File: src/rtl/core/bav_pkg.sv
// ----------------------------------------------------------------------------
// bav_pkg
// Shared types and constants of the bump allocator with reuse table.
// ----------------------------------------------------------------------------
package bav_pkg;

    // table and region geometry
    localparam int TABLE_ENTRIES = 1024;
    localparam int IDX_W         = $clog2(TABLE_ENTRIES);
    localparam int CNT_W         = $clog2(TABLE_ENTRIES + 1);
    localparam int OFF_W         = 20;
    localparam int TOT_W         = 21;
    localparam logic [TOT_W-1:0] REGION_BYTES = TOT_W'(1 * 1024 * 1024);

    // stream word layout
    localparam int S_DATA_W = 40;
    localparam int S_USER_W = 3;
    localparam int M_DATA_W = 88;
    localparam int M_USER_W = 3;

    // request kinds
    typedef enum logic [1:0] {
        REQ_ALLOC   = 2'd0,
        REQ_RELEASE = 2'd1,
        REQ_QUERY   = 2'd2
    } t_req;

    // result status codes
    typedef enum logic [2:0] {
        ST_OK       = 3'd0,
        ST_LOCKED   = 3'd1,
        ST_ZERO     = 3'd2,
        ST_SPACE    = 3'd3,
        ST_FULL     = 3'd4,
        ST_NOTFOUND = 3'd5,
        ST_DOUBLE   = 3'd6,
        ST_NULL     = 3'd7
    } t_status;

    // one table entry, 43 bits
    typedef struct packed {
        logic             used;
        logic [OFF_W-1:0] base;
        logic [OFF_W-1:0] size;
        logic             released;
        logic             reused;
    } t_entry;

    localparam int ENTRY_W = $bits(t_entry);

    // what the compare unit is asked to look for
    typedef struct packed {
        logic             is_alloc;
        logic [OFF_W-1:0] size;
        logic [OFF_W-1:0] offset;
    } t_probe;

endpackage

File: src/rtl/core/bav_cmp.sv
// ----------------------------------------------------------------------------
// bav_cmp
// Shared compare unit: tests one table entry against the current request.
// ----------------------------------------------------------------------------
module bav_cmp (
    input  bav_pkg::t_entry i_entry,
    input  bav_pkg::t_probe i_probe,
    output logic            o_hit
);
    import bav_pkg::*;

    // allocate wants a released entry of the same size, lookup wants the base
    always_comb begin
        if (i_probe.is_alloc) begin
            o_hit = i_entry.used && i_entry.released && (i_entry.size == i_probe.size);
        end else begin
            o_hit = i_entry.used && (i_entry.base == i_probe.offset);
        end
    end

endmodule
File: config.mk
export PLATFORM = sky130hd
export DESIGN_NAME = bav_cmp
export DESIGN_NICKNAME = d
export VERILOG_FILES = /design/src/rtl/core/bav_pkg.sv /design/src/rtl/core/bav_cmp.sv
export SDC_FILE = /design/constraint.sdc
export NUM_CORES = 1
export LEC_CHECK = 0
export ABC_AREA = 1
export BUFFER_PORTS_ARGS = -buffer_cell sky130_fd_sc_hd__buf_4
export CAP_MARGIN = 10
export CORE_MARGIN = 2
export CORE_UTILIZATION = 40
export DETAILED_ROUTE_END_ITERATION = 10
export PLACE_DENSITY = 0.91
export SLEW_MARGIN = 20
export SYNTH_ARGS = -nofsm -noshare
export SYNTH_HDL_FRONTEND = slang
export SYNTH_SLANG_ARGS = --single-unit
File: constraint.sdc
create_clock -name vclk -period 2.7
set_clock_uncertainty 0.15 [all_clocks]
set_input_delay 0.54 -clock vclk [all_inputs]
set_output_delay 0.54 -clock vclk [all_outputs]
set_load 0.02 [all_outputs]
==> summary.md <==
| Metric | Value |
|---|---|
| # diodes | `0` |
| Die height | `48.74 um` |
| Dominant cells by area after synthesis | `nand2_1 42%, inv_1 29%, nor2_1 13%, o21ai_0 5.0%, xnor2_1 4.4%` |
| Register share of total power | `0%` |
| Avg WL per Cell | `7.308 um` |
| Die width | `48.74 um` |
| DP HPWL | `2205 um` |
| Post-CTS Repair Setup Buffers | `0` |
| Reg area | `0 um2` |
| Setup violations, final | `0` |
| Worst path arrival time | `1.43 ns` |
| Mean Syn Cell Area | `3.984 um2` |
| Finished Layout Cells | `312` |
| Final period utilization | `78.65%` |
| Setup TNS | `0 ns` |
| Fin worst setup slack | `0.5764 ns` |
| CP endpoint kind | `output port` |
| IO buf count | `84` |
| Clkbuf count | `0` |
| Mapped Cells | `201` |
| Cell-internal power | `0.0001116 W` |
| GR Util All Layers | `19.70%` |
| Sw Ratio | `37.99%` |
| Design area | `0.001465 mm2` |
| Initial antenna violation count | `0` |
| Post-synth top area share | `42.19%` |
| WP data required | `2.01 ns` |
| Gr ovfl total | `0` |
| Std-Cell Rows | `16` |
| Psw | `0.00006839 W` |
| CP max stage cell | `buf_4` |
| Worst Path Class, Setup | `input pin to output port` |
| Worst-margin pin slew | `0.1681 ns` |
| Routed vias/inst | `4.087` |
| VDD IR max | `0.07498 mV` |
| Number of fill cells | `183` |
| Vias | `1275` |
| Max_cap viols | `0` |
| Total die area | `0.002376 mm2` |
| Hold WC Path Type | `input pin to output port` |
| Leading cell type by number of instances after synthesis | `nand2_1` |
| Initial Util | `41.67%` |
| Max-slew violations | `0` |
| Post-layout nets | `371` |
| Largest net degree at the start of global routing | `3` |
| Multi-input logic area | `571.8 um2` |
| Area Growth Syn to Fin | `82.97%` |
| Global-route wire length before repair | `4022 um` |
| Final hold vios | `0` |
| Routability cong. | `0.7430` |
| Synthesis warning total | `0` |
| Final core occ | `76.24%` |
| Setup WS pre-CTS | `0.5618 ns` |
| Fmax | `470.9 MHz` |
| Layout cells sized above 1 | `30.53%` |
| Synth unique cells | `8` |
| Final worst path period need | `2.124 ns` |
| Iter 0 DRT Violations | `9` |
| Combinational Power Share | `100.0%` |
| Count of TritonRoute iterations in the first routing pass | `6` |
| Sequential cells | `0` |
| Startpoint Class | `input pin` |
| Hold Buf Count CTS | `0` |
| Cell taking the most area after synthesis | `nand2_1` |
| Max FO, Critical Path | `2` |
| Status | `completed` |
| Slew HR | `88.67%` |
| Power density of the placed cells | `122.9 mW/mm2` |
| Slowest stage delay, CP | `0.16 ns` |
| Clock power frac | `0%` |
| I/O Pins | `85` |
| Syn_nets | `285` |
| Sequential area share after synthesis | `0%` |
| Unrepaired setup endpoints after global routing | `false` |
| Post-route ant nets | `0` |
| Pleak | `1.057 nW` |
| Cts repair resizes | `0` |
| Final WL | `2280 um` |
| # placed instances | `312` |
| List of most frequent post-synthesis cells | `90 x nand2_1, 61 x inv_1, 28 x nor2_1, 8 x o21ai_0, 6 x nand3_1` |
| Total core area | `0.001922 mm2` |
| Crit-path cells | `buf_4, inv_1, o21ai_0, nor2_1, nand2_1, nor2_1, nand3_1, a21oi_1, buf_4` |
| Syn Std Cell Area | `800.8 um2` |
| Vias in the first global route | `1176` |
| Drt drc | `0` |
| Post-DP Area | `0.001465 mm2` |
==> layout by cell type (no fill, tap or decap) <==
cell / instances
a21oi_1: 1
buf_4: 84
inv_1: 61
nand2_1: 90
nand3_1: 6
nor2_1: 28
o21ai_0: 8
or2_2: 3
xnor2_1: 4
==> path summary, 6_finish.rpt <==
path                        start     to  slack [ns]  depth (start not counted)
worst max-delay path  i_entry[39]  o_hit        0.58                          9
worst min-delay path  i_entry[42]  o_hit        1.29                          4
==> power groups by stage <==
stage / combinational [W] / sequential (W) / clock (W)
2_1_floorplan: 0.0000715 / 0 / 0
3_3_place_gp: 0.000177 / 0 / 0
3_5_place_dp: 0.000181 / 0 / 0
4_1_cts: 0.000182 / 0 / 0
5_1_grt: 0.000209 / 0 / 0
6_report: 0.000180 / 0 / 0
==> worst max-delay path, delay by kind of cell <==
family	cells	cell delay, ns
AOI/OAI and AO/OA	2	0.23
buffers and inverters	3	0.33
and+or+nand+nor	4	0.35
==> area by class of cell <==
type / instances / share of cell area [%]
timing repair buffer: 84 / 43.04
multi-input combinational: 140 / 39.03
tap: 27 / 2.306
inverter: 61 / 15.63
==> routing by layer <==
layer	share of wire (%)	routed length [um]	global-route usage [%]
met5	0	0	0
met4	0.61	14	1.429
met3	12	270	5.556
met2	51	1161	40.64
met1	37	834	19.85
==> metrics by stage <==
| step | power, W | hold WS (ns) |
|---|---|---|
| floorplan | 0.00007145 | 1.047 |
| global placement | 0.0001771 | 1.281 |
| detailed placement | 0.0001814 | 1.286 |
| CTS | 0.0001818 | 1.286 |
| global route | 0.0002087 | 1.306 |
| finish | 0.0001800 | 1.286 |
==> logic make-up after synthesis <==
group / share of synthesized area (%)
AND/OR/NAND/NOR: 61.41
XOR/XNOR: 4.375
AO/OA/AOI/OAI: 5.625
buffers and inverters: 28.59
Note: power is estimated with default switching activity, not from simulation.
