<file path="src/rtl/core/bav_ram.sv">
// ----------------------------------------------------------------------------
// bav_ram
// Generic single-port-write, single-port-read RAM with registered read data.
// ----------------------------------------------------------------------------
module bav_ram #(
    parameter int WIDTH = 8,
    parameter int DEPTH = 16
) (
    input  logic                     i_clk,
    input  logic                     i_we,
    input  logic [$clog2(DEPTH)-1:0] i_waddr,
    input  logic [WIDTH-1:0]         i_wdata,
    input  logic [$clog2(DEPTH)-1:0] i_raddr,
    output logic [WIDTH-1:0]         o_rdata
);

    logic [WIDTH-1:0] mem [DEPTH];

    // write port and registered read port
    always_ff @(posedge i_clk) begin
        if (i_we) begin
            mem[i_waddr] <= i_wdata;
        end
        o_rdata <= mem[i_raddr];
    end

endmodule

</file>
<file path="config.mk">
export PLATFORM = sky130hd
export DESIGN_NAME = bav_ram
export DESIGN_NICKNAME = d
export VERILOG_FILES = /design/src/rtl/core/bav_ram.sv
export SDC_FILE = /design/constraint.sdc
export NUM_CORES = 1
export LEC_CHECK = 0
export ABC_AREA = 1
export BUFFER_PORTS_ARGS = -buffer_cell sky130_fd_sc_hd__buf_4
export CORE_MARGIN = 4
export CORE_UTILIZATION = 44
export CTS_BUF_LIST = sky130_fd_sc_hd__clkbuf_16
export DETAILED_ROUTE_END_ITERATION = 10
export HOLD_SLACK_MARGIN = 0.12
export PLACE_DENSITY = 0.74
export SYNTH_ARGS = -nofsm -noshare
export SYNTH_HDL_FRONTEND = slang
export SYNTH_SLANG_ARGS = --single-unit
</file>
<file path="constraint.sdc">
create_clock -name i_clk -period 1.4 [get_ports i_clk]
set_input_delay 0.42 -clock i_clk [delete_from_list [all_inputs] [get_ports i_clk]]
set_output_delay 0.42 -clock i_clk [all_outputs]
set_load 0.05 [all_outputs]
</file>
==> impl_results.md, run 1 <==
* CP required at 0.98 ns
* Mapped Area at 0.00577 mm²
* Fmax at 730 MHz
* Seq/Total Area, Yosys at 69.4%
* Diode count at 0
* WL met3 at 870 µm
* Syn_area_per_cell at 10.5 µm²
* Leak Pwr at 0.00301 µW
* WHS at 0.341 ns
* Worst min-delay path category: in -> reg
* Final critical-path required period at 1.37 ns
* Vias/cell at 5.06
* Period Utilization, post-route at 97.8%
* Power, Total at 9920 µW
* Final core utilization at 54.3%
* Setup WS pre-CTS at -0.0823 ns
* VDD IR max at 0.769 mV
* Row cnt at 41
* Reg clk slew, reported paths at 0.06 ns
* Setup Skew at 0.00873 ns
* CP cell instances: buf_4
* Num CTS Buffers at 17
* RSZ-0062 raised after global routing: false
* Pin count of the biggest net entering global routing at 33
* Result of the run: finished clean
* Final WS setup at 0.0308 ns
* GR Util All Layers at 18.7%
* DR top layer: met4
* Reg2reg path depth at 6
* Syn_nets at 569
* Clock Latency Late Sink at 0.41 ns
* WL/cell at 16.7 µm
* Vias at 3968
* Worst min-delay path startpoint: i_raddr[3]
* Hold EP: o_rdata[7]
* WHS Path Cells at 3
* Root buffer cell: clkbuf_16
* Post-DP HPWL at 8350 µm
* First-pass GRT wire length at 20700 µm
* Met1 WL at 5460 µm
* Reg-to-reg slack, setup at 0.38 ns
* Worst slew pin tran at 0.265 ns
* Final Setup Violations at 0
* Arr. time, crit path at 0.95 ns
* Global route total overflow at 0
* Router iterations before antenna repair at 5
* I/O pin count at 26
* Worst Setup Path Type: reg -> out
* Share of cells above drive strength 1 at 14.1%
* P per Cell Area at 1430 mW/mm²
* Total Routed Length at 13100 µm
* Slew Viols, Final at 0
* Max Cap Violations at 0
* I/O Buffers at 25
* Origin of the worst setup path: o_rdata[1]
* Drt drc at 0
* FILL cells at 1074
* Clock Path Buffers at 2
* Sinks on Clock Net at 136
* Final Hold Fails at 0
* Nets@finish at 617
* Met2 wire len at 6470 µm
* ANT nets after route at 0
* Crit-path max FO at 1
* Htree depth at 4
* GPL Wtd Cong at 0.975
* CTS tree: done
* Die height at 122 µm
* Max stage delay on crit path at 0.34 ns
* Number of synthesis warnings at 0
* Die ar. at 0.0150 mm²
* Critical Path Source Type: flop
* CP Capture Type: output port
* Number of global-route vias before repair at 3914
* Starting DRT DRC Count at 448
* Synth cell types at 12
* Synthesized instance count at 551
* Top delay family on crit path: flip-flops
* CTS Hold Buffers Added at 0
* CP Buf/Inv Count at 1
* Area Overhead vs Synth at 19.9%
* Core footprint at 0.0127 mm²
* Chip width at 122 µm
* Slew HR at 82.3%
* RR Startpoint: mem[7][7]
* Slowest-stage cell, CP: dfxtp_1
* FF-to-FF End: o_rdata[7]
* Initial antenna violation count at 0
* Initial Utilization at 45.3%
* Yosys reg bits at 136
## cells in the mapped netlist
cell / n / area (µm²)
nor2_1: 17 / 63.8
nand3_1: 97 / 485
nand2_1: 173 / 649
inv_2: 2 / 7.51
buf_1: 1 / 3.75
edfxtp_1: 128 / 3840
buf_6: 6 / 67.6
buf_4: 4 / 30.0
inv_1: 100 / 375
nand3b_1: 2 / 15.0
dfxtp_1: 8 / 160
buf_2: 13 / 65.1
## state kept, by name (all words and copies together), names as in the netlist
register / count
o_rdata: 8
mem: 128
## stage by stage
stage / instance area, µm² / setup TNS (ns) / cells
floorplan: 5770 / 0 / 551
global placement: 6290 / -0.242 / 752
detailed placement: 6290 / -1.88 / 752
CTS: 6910 / 0 / 784
global route: 6910 / 0 / 784
finish: 6910 / 0 / 784
## cell families (layout without fill, tap and decap cells)
logic type	Yosys count	count (layout)	synth area share (%)
flops	136	136	69.4
buf+inv	126	187	9.52
simple gates	289	289	21.0
## cell usage in the layout, fill, tap and decap left out
cell type	instances
clkinvlp_4	3
buf_12	6
inv_6	1
nand3b_1	2
clkinv_2	2
nor2_1	17
clkbuf_16	17
dfxtp_1	5
buf_6	3
inv_1	102
buf_4	44
clkinv_1	2
dfxtp_2	3
nand2_1	173
inv_2	2
edfxtp_1	128
nand3_1	97
bufinv_16	4
clkinv_4	1
## power breakdown
group,internal [µW],total [µW],switching (µW)
clock,2950,4610,1660
sequential,4550,4590,37.8
combinational,231,718,487
total,7740,9920,2180
## worst max path at each step
stage,endpoint,cells after the start
after floorplan,mem[4][0],2
after global placement,o_rdata[5],8
after detailed placement,o_rdata[0],8
after CTS,o_rdata[6],1
after global routing,o_rdata[1],1
final,o_rdata[1],1
## layout make-up
type | count | area (µm²) | area share (%)
Timing Repair Buffer | 53 | 484 | 7.00
Inverter | 102 | 383 | 5.54
Clock buffer | 17 | 425 | 6.15
Clock inverter | 15 | 185 | 2.68
Tap cell | 172 | 215 | 3.11
Multi-Input combinational cell | 289 | 1210 | 17.6
Sequential cell | 136 | 4010 | 58.0
## layer usage
metal  GRT usage, %  vias up
met5              0        -
met4           7.49        0
met3           3.69       31
met2           30.9      180
met1           24.2     1888
li1               -     1869
## timing repair
item	CTS	global route
resized for setup	5	1
setup endpoints to repair	3	1
setup buffers	0	0
pin swaps	0	0
## worst register-to-register path, stage by stage, from the launching register on
cell and delay (ns):
edfxtp_1 0.37, nand2_1 0.08, nand2_1 0.06, nand2_1 0.08
nand3_1 0.09, nand3_1 0.16, nand2_1 0.07
Power figures use the tool's default switching activity.
==> run 2: changes to the inputs <==
--- a/config.mk
+++ b/config.mk
@@ -8,10 +8,10 @@
 export ABC_AREA = 1
 export BUFFER_PORTS_ARGS = -buffer_cell sky130_fd_sc_hd__buf_4
-export CORE_MARGIN = 4
+export CORE_MARGIN = 8
 export CORE_UTILIZATION = 44
 export CTS_BUF_LIST = sky130_fd_sc_hd__clkbuf_16
 export DETAILED_ROUTE_END_ITERATION = 10
 export HOLD_SLACK_MARGIN = 0.12
-export PLACE_DENSITY = 0.74
+export PLACE_DENSITY = 0.71
 export SYNTH_ARGS = -nofsm -noshare
 export SYNTH_HDL_FRONTEND = slang
==> constraint.sdc (replaced) <==
create_clock -name i_clk -period 1.7 [get_ports i_clk]
set_input_delay 0.51 -clock i_clk [delete_from_list [all_inputs] [get_ports i_clk]]
set_output_delay 0.51 -clock i_clk [all_outputs]
set_load 0.01 [all_outputs]
==> run 2 against run 1 <==
Combinational power is 30% lower. Clock power is 23% lower. Sequential power is 18% lower. Final cell count stayed put. Via count is 3.8% lower. First-iteration DRC count is 17% higher. Design area is 1.4% lower. Worst setup slack better by 0.25 ns.
==> impl_results.md, run 2 (synthesis results as in run 1) <==
* First-pass GRT wire length at 20900 µm (+0.83%)
* Critical Path Source Type: flop
* RR Startpoint: mem[1][0]
* GPL Wtd Cong at 0.847 (-13%)
* Sw Pwr at 1640 µW (-25%)
* Setup Skew at 0.00738 ns (-0.00134 ns)
* Row cnt at 42 (+2.4%)
* Commonest non-fill, non-tap cells in the layout: 173 x nand2_1, 128 x edfxtp_1, 102 x inv_1
* Origin of the worst setup path: o_rdata[3]
* Root buffer cell: clkbuf_16
* Share of cells above drive strength 1 at 12.5% (-1.6 points)
* # resized after CTS at 0 (-5)
* Fmax at 704 MHz
* CP Buf/Inv Count at 1 (unchanged)
* Reg-to-reg slack, setup at 0.63 ns (+0.25 ns)
* WL/cell at 16.8 µm (+0.61%)
* Worst Setup Path Type: reg -> out
* Post CTS Setup Buffer Count at 0 (unchanged)
* Initial antenna violation count at 0 (unchanged)
* Arr. time, crit path at 0.91 ns (-0.04 ns)
* Largest Register: mem
* Vias/cell at 4.87 (-3.8%)
* CP required at 1.19 ns (+0.21 ns)
* Diode count at 0 (unchanged)
* CP cell instances: buf_4
* Commonest non-fill, non-tap cell in the layout: nand2_1
* Slew Viols, Final at 0 (unchanged)
* Dpl cell area at 0.00625 mm² (-0.68%)
* Slowest-stage cell, CP: dfxtp_1
* Net Sw Frac at 21.0% (-1.0 points)
* Router iterations before antenna repair at 6 (+1)
* Clock Power Share at 45.2% (-1.3 points)
* Final Hold Fails at 0 (unchanged)
* Max stage delay on crit path at 0.36 ns (+0.02 ns)
* CTS tree: done
* Htree depth at 4 (unchanged)
* Area Overhead vs Synth at 18.2%
* FF-to-FF End: o_rdata[0]
* Clock Latency Late Sink at 0.41 ns (about the same)
* Vias at 3819 (-3.8%)
* Pin count of the biggest net entering global routing at 65 (+97%)
* Comb pwr share at 6.4% (-0.8 points)
* Die ar. at 0.0170 mm² (+13%)
* VDD IR max at 0.643 mV (-16%)
* Number of cells on the critical path at 1 (unchanged)
* Power, Total at 7810 µW (-21%)
* Initial Utilization at 44.2% (-1.1 points)
* P per Cell Area at 1150 mW/mm² (-20%)
* GR Util All Layers at 16.7% (-1.9 points)
* Final core utilization at 52.3% (-2.1 points)
* RSZ-0062 raised after global routing: false
* Num CTS Buffers at 17 (unchanged)
* I/O Buffers at 25 (unchanged)
* Drt drc at 0 (unchanged)
* Nets@finish at 614 (-0.49%)
* Worst slew pin tran at 0.383 ns (+0.119 ns)
* Core footprint at 0.0130 mm² (+2.4%)
* CTS Hold Buffers Added at 0 (unchanged)
* Final instance area at 0.00682 mm² (-1.4%)
* CP Capture Type: output port
* Number of global-route vias before repair at 3862 (-1.3%)
* Global route total overflow at 0 (unchanged)
* Starting DRT DRC Count at 524 (+17%)
* Period Utilization, post-route at 83.6%
* Slew HR at 74.5% (-7.9 points)
* Worst min-delay path category: in -> reg
* Leak Pwr at 0.00296 µW (-1.6%)
* Top delay family on crit path: flip-flops
* Reg2reg path depth at 6 (unchanged)
* Reg clk slew, reported paths at 0.05 ns (about the same)
* TNS Setup at 0 ns (unchanged)
* Clock Path Buffers at 2 (unchanged)
* Crit path to: o_rdata[3]
* Final Setup Violations at 0 (unchanged)
* Result of the run: finished clean
* FILL cells at 1123 (+4.6%)
* Internal at 6170 µW (-20%)
* Post-DP HPWL at 8330 µm (-0.18%)
* Largest regs: mem: 128 flops, o_rdata: 8 flops
* Chip width at 130 µm (+6.5%)
* I/O pin count at 26 (unchanged)
* Final critical-path required period at 1.42 ns
* Die height at 130 µm (+6.5%)
* Share of power burned in registers at 48.3% (+2.0 points)
* WHS at 0.433 ns (+0.0912 ns)
* Total Routed Length at 13200 µm (+0.61%)
* ANT nets after route at 0 (unchanged)
* Max Cap Violations at 0 (unchanged)
* Crit-path max FO at 1 (unchanged)
* Sinks on Clock Net at 136 (unchanged)
* Max reg flops at 128 (unchanged)
run 2: cell count changes in the layout (fill, tap and decap cells not counted), sizes merged:
cell	before	now
buf	53	50
bufinv	4	3
clkinv	5	6
inv	105	104
run 2: power groups by stage:
stage	clock network, µW	logic [µW]	registers, µW
floorplan	0	264	3850
global placement	0	492	3840
detailed placement	0	501	3840
CTS	3560	505	3780
global route	3680	554	3780
finish	3530	503	3780
run 2: through the flow:
step	instances	setup WS (ns)
after floorplan	551	0.239
after global placement	753	0.136
after detailed placement	753	0.128
after CTS	784	0.264
after global routing	784	0.249
final	784	0.279
run 2: final cells by class:
type                    count  area (µm²)  share of cell area [%]
flip-flops and latches    136        4000                    58.7
multi-input cells         289        1210                    17.8
clock buffers              17         425                    6.24
repair buffers             50         425                    6.24
inverters                 102         383                    5.62
well taps                 176         220                    3.23
clock inverters            14         144                    2.11
run 2: worst min-delay path by stage:
stage,from,to,slack (ns),depth (start not counted)
floorplan,mem[10][0],o_rdata[0],0.61,6
global placement,mem[2][6],o_rdata[6],0.65,6
detailed placement,mem[10][0],o_rdata[0],0.65,6
CTS,i_raddr[3],o_rdata[0],0.43,3
global route,i_wdata[2],mem[1][2],0.44,1
finish,i_wdata[2],mem[0][2],0.43,1
run 2: worst register-to-register path: stages (launching register included):
cell and delay [ns]:
edfxtp_1 0.37, inv_1 0.06, nand2_1 0.05, nand3_1 0.11, nand3_1 0.11, nand3_1 0.16
nand2_1 0.08
run 2: metal layers:
| layer | global-route usage (%) | part of all wire [%] |
|---|---|---|
| met5 | 0 | 0 |
| met4 | 8.10 | 2.4 |
| met3 | 3.69 | 7.2 |
| met2 | 26.4 | 48 |
| met1 | 21.5 | 42 |
==> run 3: changes to the inputs <==
Settings changed: PLACE_DENSITY 0.71 to 0.74.
Clock period 1.7 ns to 1.2 ns, I/O delays scaled along.
==> run 3 against run 2 <==
The flow now finishes with violations (setup timing). Total power is 40% higher. Design area is 1.7% higher. Worst hold slack worse by 0.16 ns. Clock power is 36% higher. Die area stayed put. Sequential share of layout area is 0.86 points lower. Flip-flop and latch count stayed put. Combinational power is 50% higher. Worst setup slack worse by 0.31 ns. Sequential power is 42% higher.
==> impl_results.md, run 3 (synthesis results as in run 1) <==
* Result of the run: finished, violations left
* Failing checks: setup timing
* VDD IR max at 0.773 mV (+20%)
* Final core utilization at 53.2% (+0.91 points)
* Row cnt at 42 (unchanged)
* Worst Setup Path Type: reg -> out
* Slew Viols, Final at 0 (unchanged)
* WL/cell at 16.1 µm (-4.5%)
* Net Sw Frac at 21.2% (+0.26 points)
* Leak Pwr at 0.00301 µW (+1.8%)
* Share of cells above drive strength 1 at 15.4% (+2.9 points)
* Worst min-delay path category: in -> reg
* Sw Pwr at 2320 µW (+41%)
* Vias/cell at 4.89 (+0.48%)
* Commonest non-fill, non-tap cell in the layout: nand2_1
* Arr. time, crit path at 0.87 ns (-0.04 ns)
* CP Capture Type: output port
* Htree depth at 4 (unchanged)
* Final Setup Violations at 2 (+2)
* GPL Wtd Cong at 0.855 (+0.90%)
* Comb pwr share at 6.9% (+0.5 points)
* Multi-input logic area at 0.00123 mm² (+1.2%)
* Final critical-path required period at 1.23 ns
* Fmax at 810 MHz
* I/O Buffers at 25 (unchanged)
* RSZ-0062 raised after global routing: true
* Drt drc at 0 (unchanged)
* Core footprint at 0.0130 mm² (unchanged)
* Num CTS Buffers at 17 (unchanged)
* Critical Path Source Type: flop
* CTS tree: done
* Slew HR at 83.3% (+8.9 points)
* Register area at 0.00401 mm² (+0.25%)
* CP required at 0.84 ns (-0.35 ns)
* Top delay family on crit path: flip-flops
* Largest Register: mem
* Clock Latency Late Sink at 0.41 ns (about the same)
* Max reg flops at 128 (unchanged)
* Worst slew pin tran at 0.249 ns (-0.134 ns)
* P per Cell Area at 1570 mW/mm² (+37%)
* Final Hold Fails at 0 (unchanged)
* GR Util All Layers at 16.0% (-0.70 points)
* Dpl cell area at 0.00635 mm² (+1.6%)
* Crit-path max FO at 1 (unchanged)
* First-pass GRT wire length at 20100 µm (-3.7%)
* Pin count of the biggest net entering global routing at 47 (-28%)
* Max Cap Violations at 0 (unchanged)
* Post-DP HPWL at 8140 µm (-2.4%)
* WHS at 0.269 ns (-0.164 ns)
* Die height at 130 µm (unchanged)
* CTS Hold Buffers Added at 0 (unchanged)
* Commonest non-fill, non-tap cells in the layout: 173 x nand2_1, 128 x edfxtp_1, 105 x inv_1
* FILL cells at 1158 (+3.1%)
* Internal at 8590 µW (+39%)
* Sinks on Clock Net at 136 (unchanged)
* CP cell instances: buf_6
* Reg-to-reg slack, setup at 0.17 ns (-0.46 ns)
* Max stage delay on crit path at 0.35 ns (about the same)
* Final WS setup at -0.0339 ns (-0.313 ns)
* Initial antenna violation count at 0 (unchanged)
* ANT nets after route at 0 (unchanged)
* Total Routed Length at 12700 µm (-4.1%)
* I/O pin count at 26 (unchanged)
* Initial Utilization at 44.2% (unchanged)
* Post CTS Setup Buffer Count at 0 (unchanged)
* Root buffer cell: clkbuf_16
* Clock Path Buffers at 2 (unchanged)
* Reg clk slew, reported paths at 0.06 ns (about the same)
* Final instance area at 0.00693 mm² (+1.7%)
* CP Buf/Inv Count at 1 (unchanged)
* Router iterations before antenna repair at 5 (-1)
* Chip width at 130 µm (unchanged)
* Nets@finish at 617 (+0.49%)
* Number of global-route vias before repair at 3970 (+2.8%)
* Starting DRT DRC Count at 415 (-21%)
* Setup Skew at 0.0100 ns (+0.00262 ns)
* Vias at 3852 (+0.86%)
* Period Utilization, post-route at 103%
* Diode count at 0 (unchanged)
* Die ar. at 0.0170 mm² (unchanged)
* Largest regs: mem: 128 flops, o_rdata: 8 flops
* Area Overhead vs Synth at 20.2%
* Slowest-stage cell, CP: dfxtp_2
* Clock Power Share at 44.0% (-1.2 points)
* Share of power burned in registers at 49.1% (+0.8 points)
* Global route total overflow at 0 (unchanged)
run 3: layout make-up:
class	instances	area share, %
Clock buffer	17	6.13
Clock inverter	14	1.77
Inverter	102	5.52
Multi-Input combinational cell	289	17.7
Sequential cell	136	57.9
Tap cell	176	3.18
Timing Repair Buffer	53	7.80
run 3: path summary, 6_finish.rpt:
path,from,end,cells after the start
max,o_rdata[3],o_rdata[3],1
min,i_raddr[3],o_rdata[7],3
max reg2reg,mem[1][0],o_rdata[0],6
min reg2reg,mem[14][7],o_rdata[7],6
run 3: layer usage:
metal,vias to the layer above,global-route usage [%],wire length (µm)
li1,1866,-,-
met1,1843,19.0,5370
met2,121,27.2,6340
met3,22,3.61,638
met4,0,7.43,303
met5,-,0,0
run 3: through the flow:
step / TNS, ns / total power (µW) / setup slack [ns] / std cells
after floorplan: -8.84 / 5830 / -0.111 / 551
after global placement: -17.00 / 6160 / -0.196 / 756
after global routing: -0.188 / 11200 / -0.0655 / 787
after detailed placement: -18.48 / 6180 / -0.225 / 756
after CTS: -0.0976 / 11000 / -0.0385 / 787
final: -0.0343 / 10900 / -0.0339 / 787
run 3: power groups by stage:
stage                     Clock, µW  Combinational [µW]  Sequential (µW)
after floorplan                   0                 378             5450
after global placement            0                 723             5440
after detailed placement          0                 739             5440
after CTS                      4850                 763             5350
after global routing           5020                 836             5360
final                          4790                 756             5360
run 3: what timing repair did:
action / CTS / global route
endpoints found under the setup margin: 8 / 8
gates resized for setup: 12 / 4
pin swaps: 0 / 0
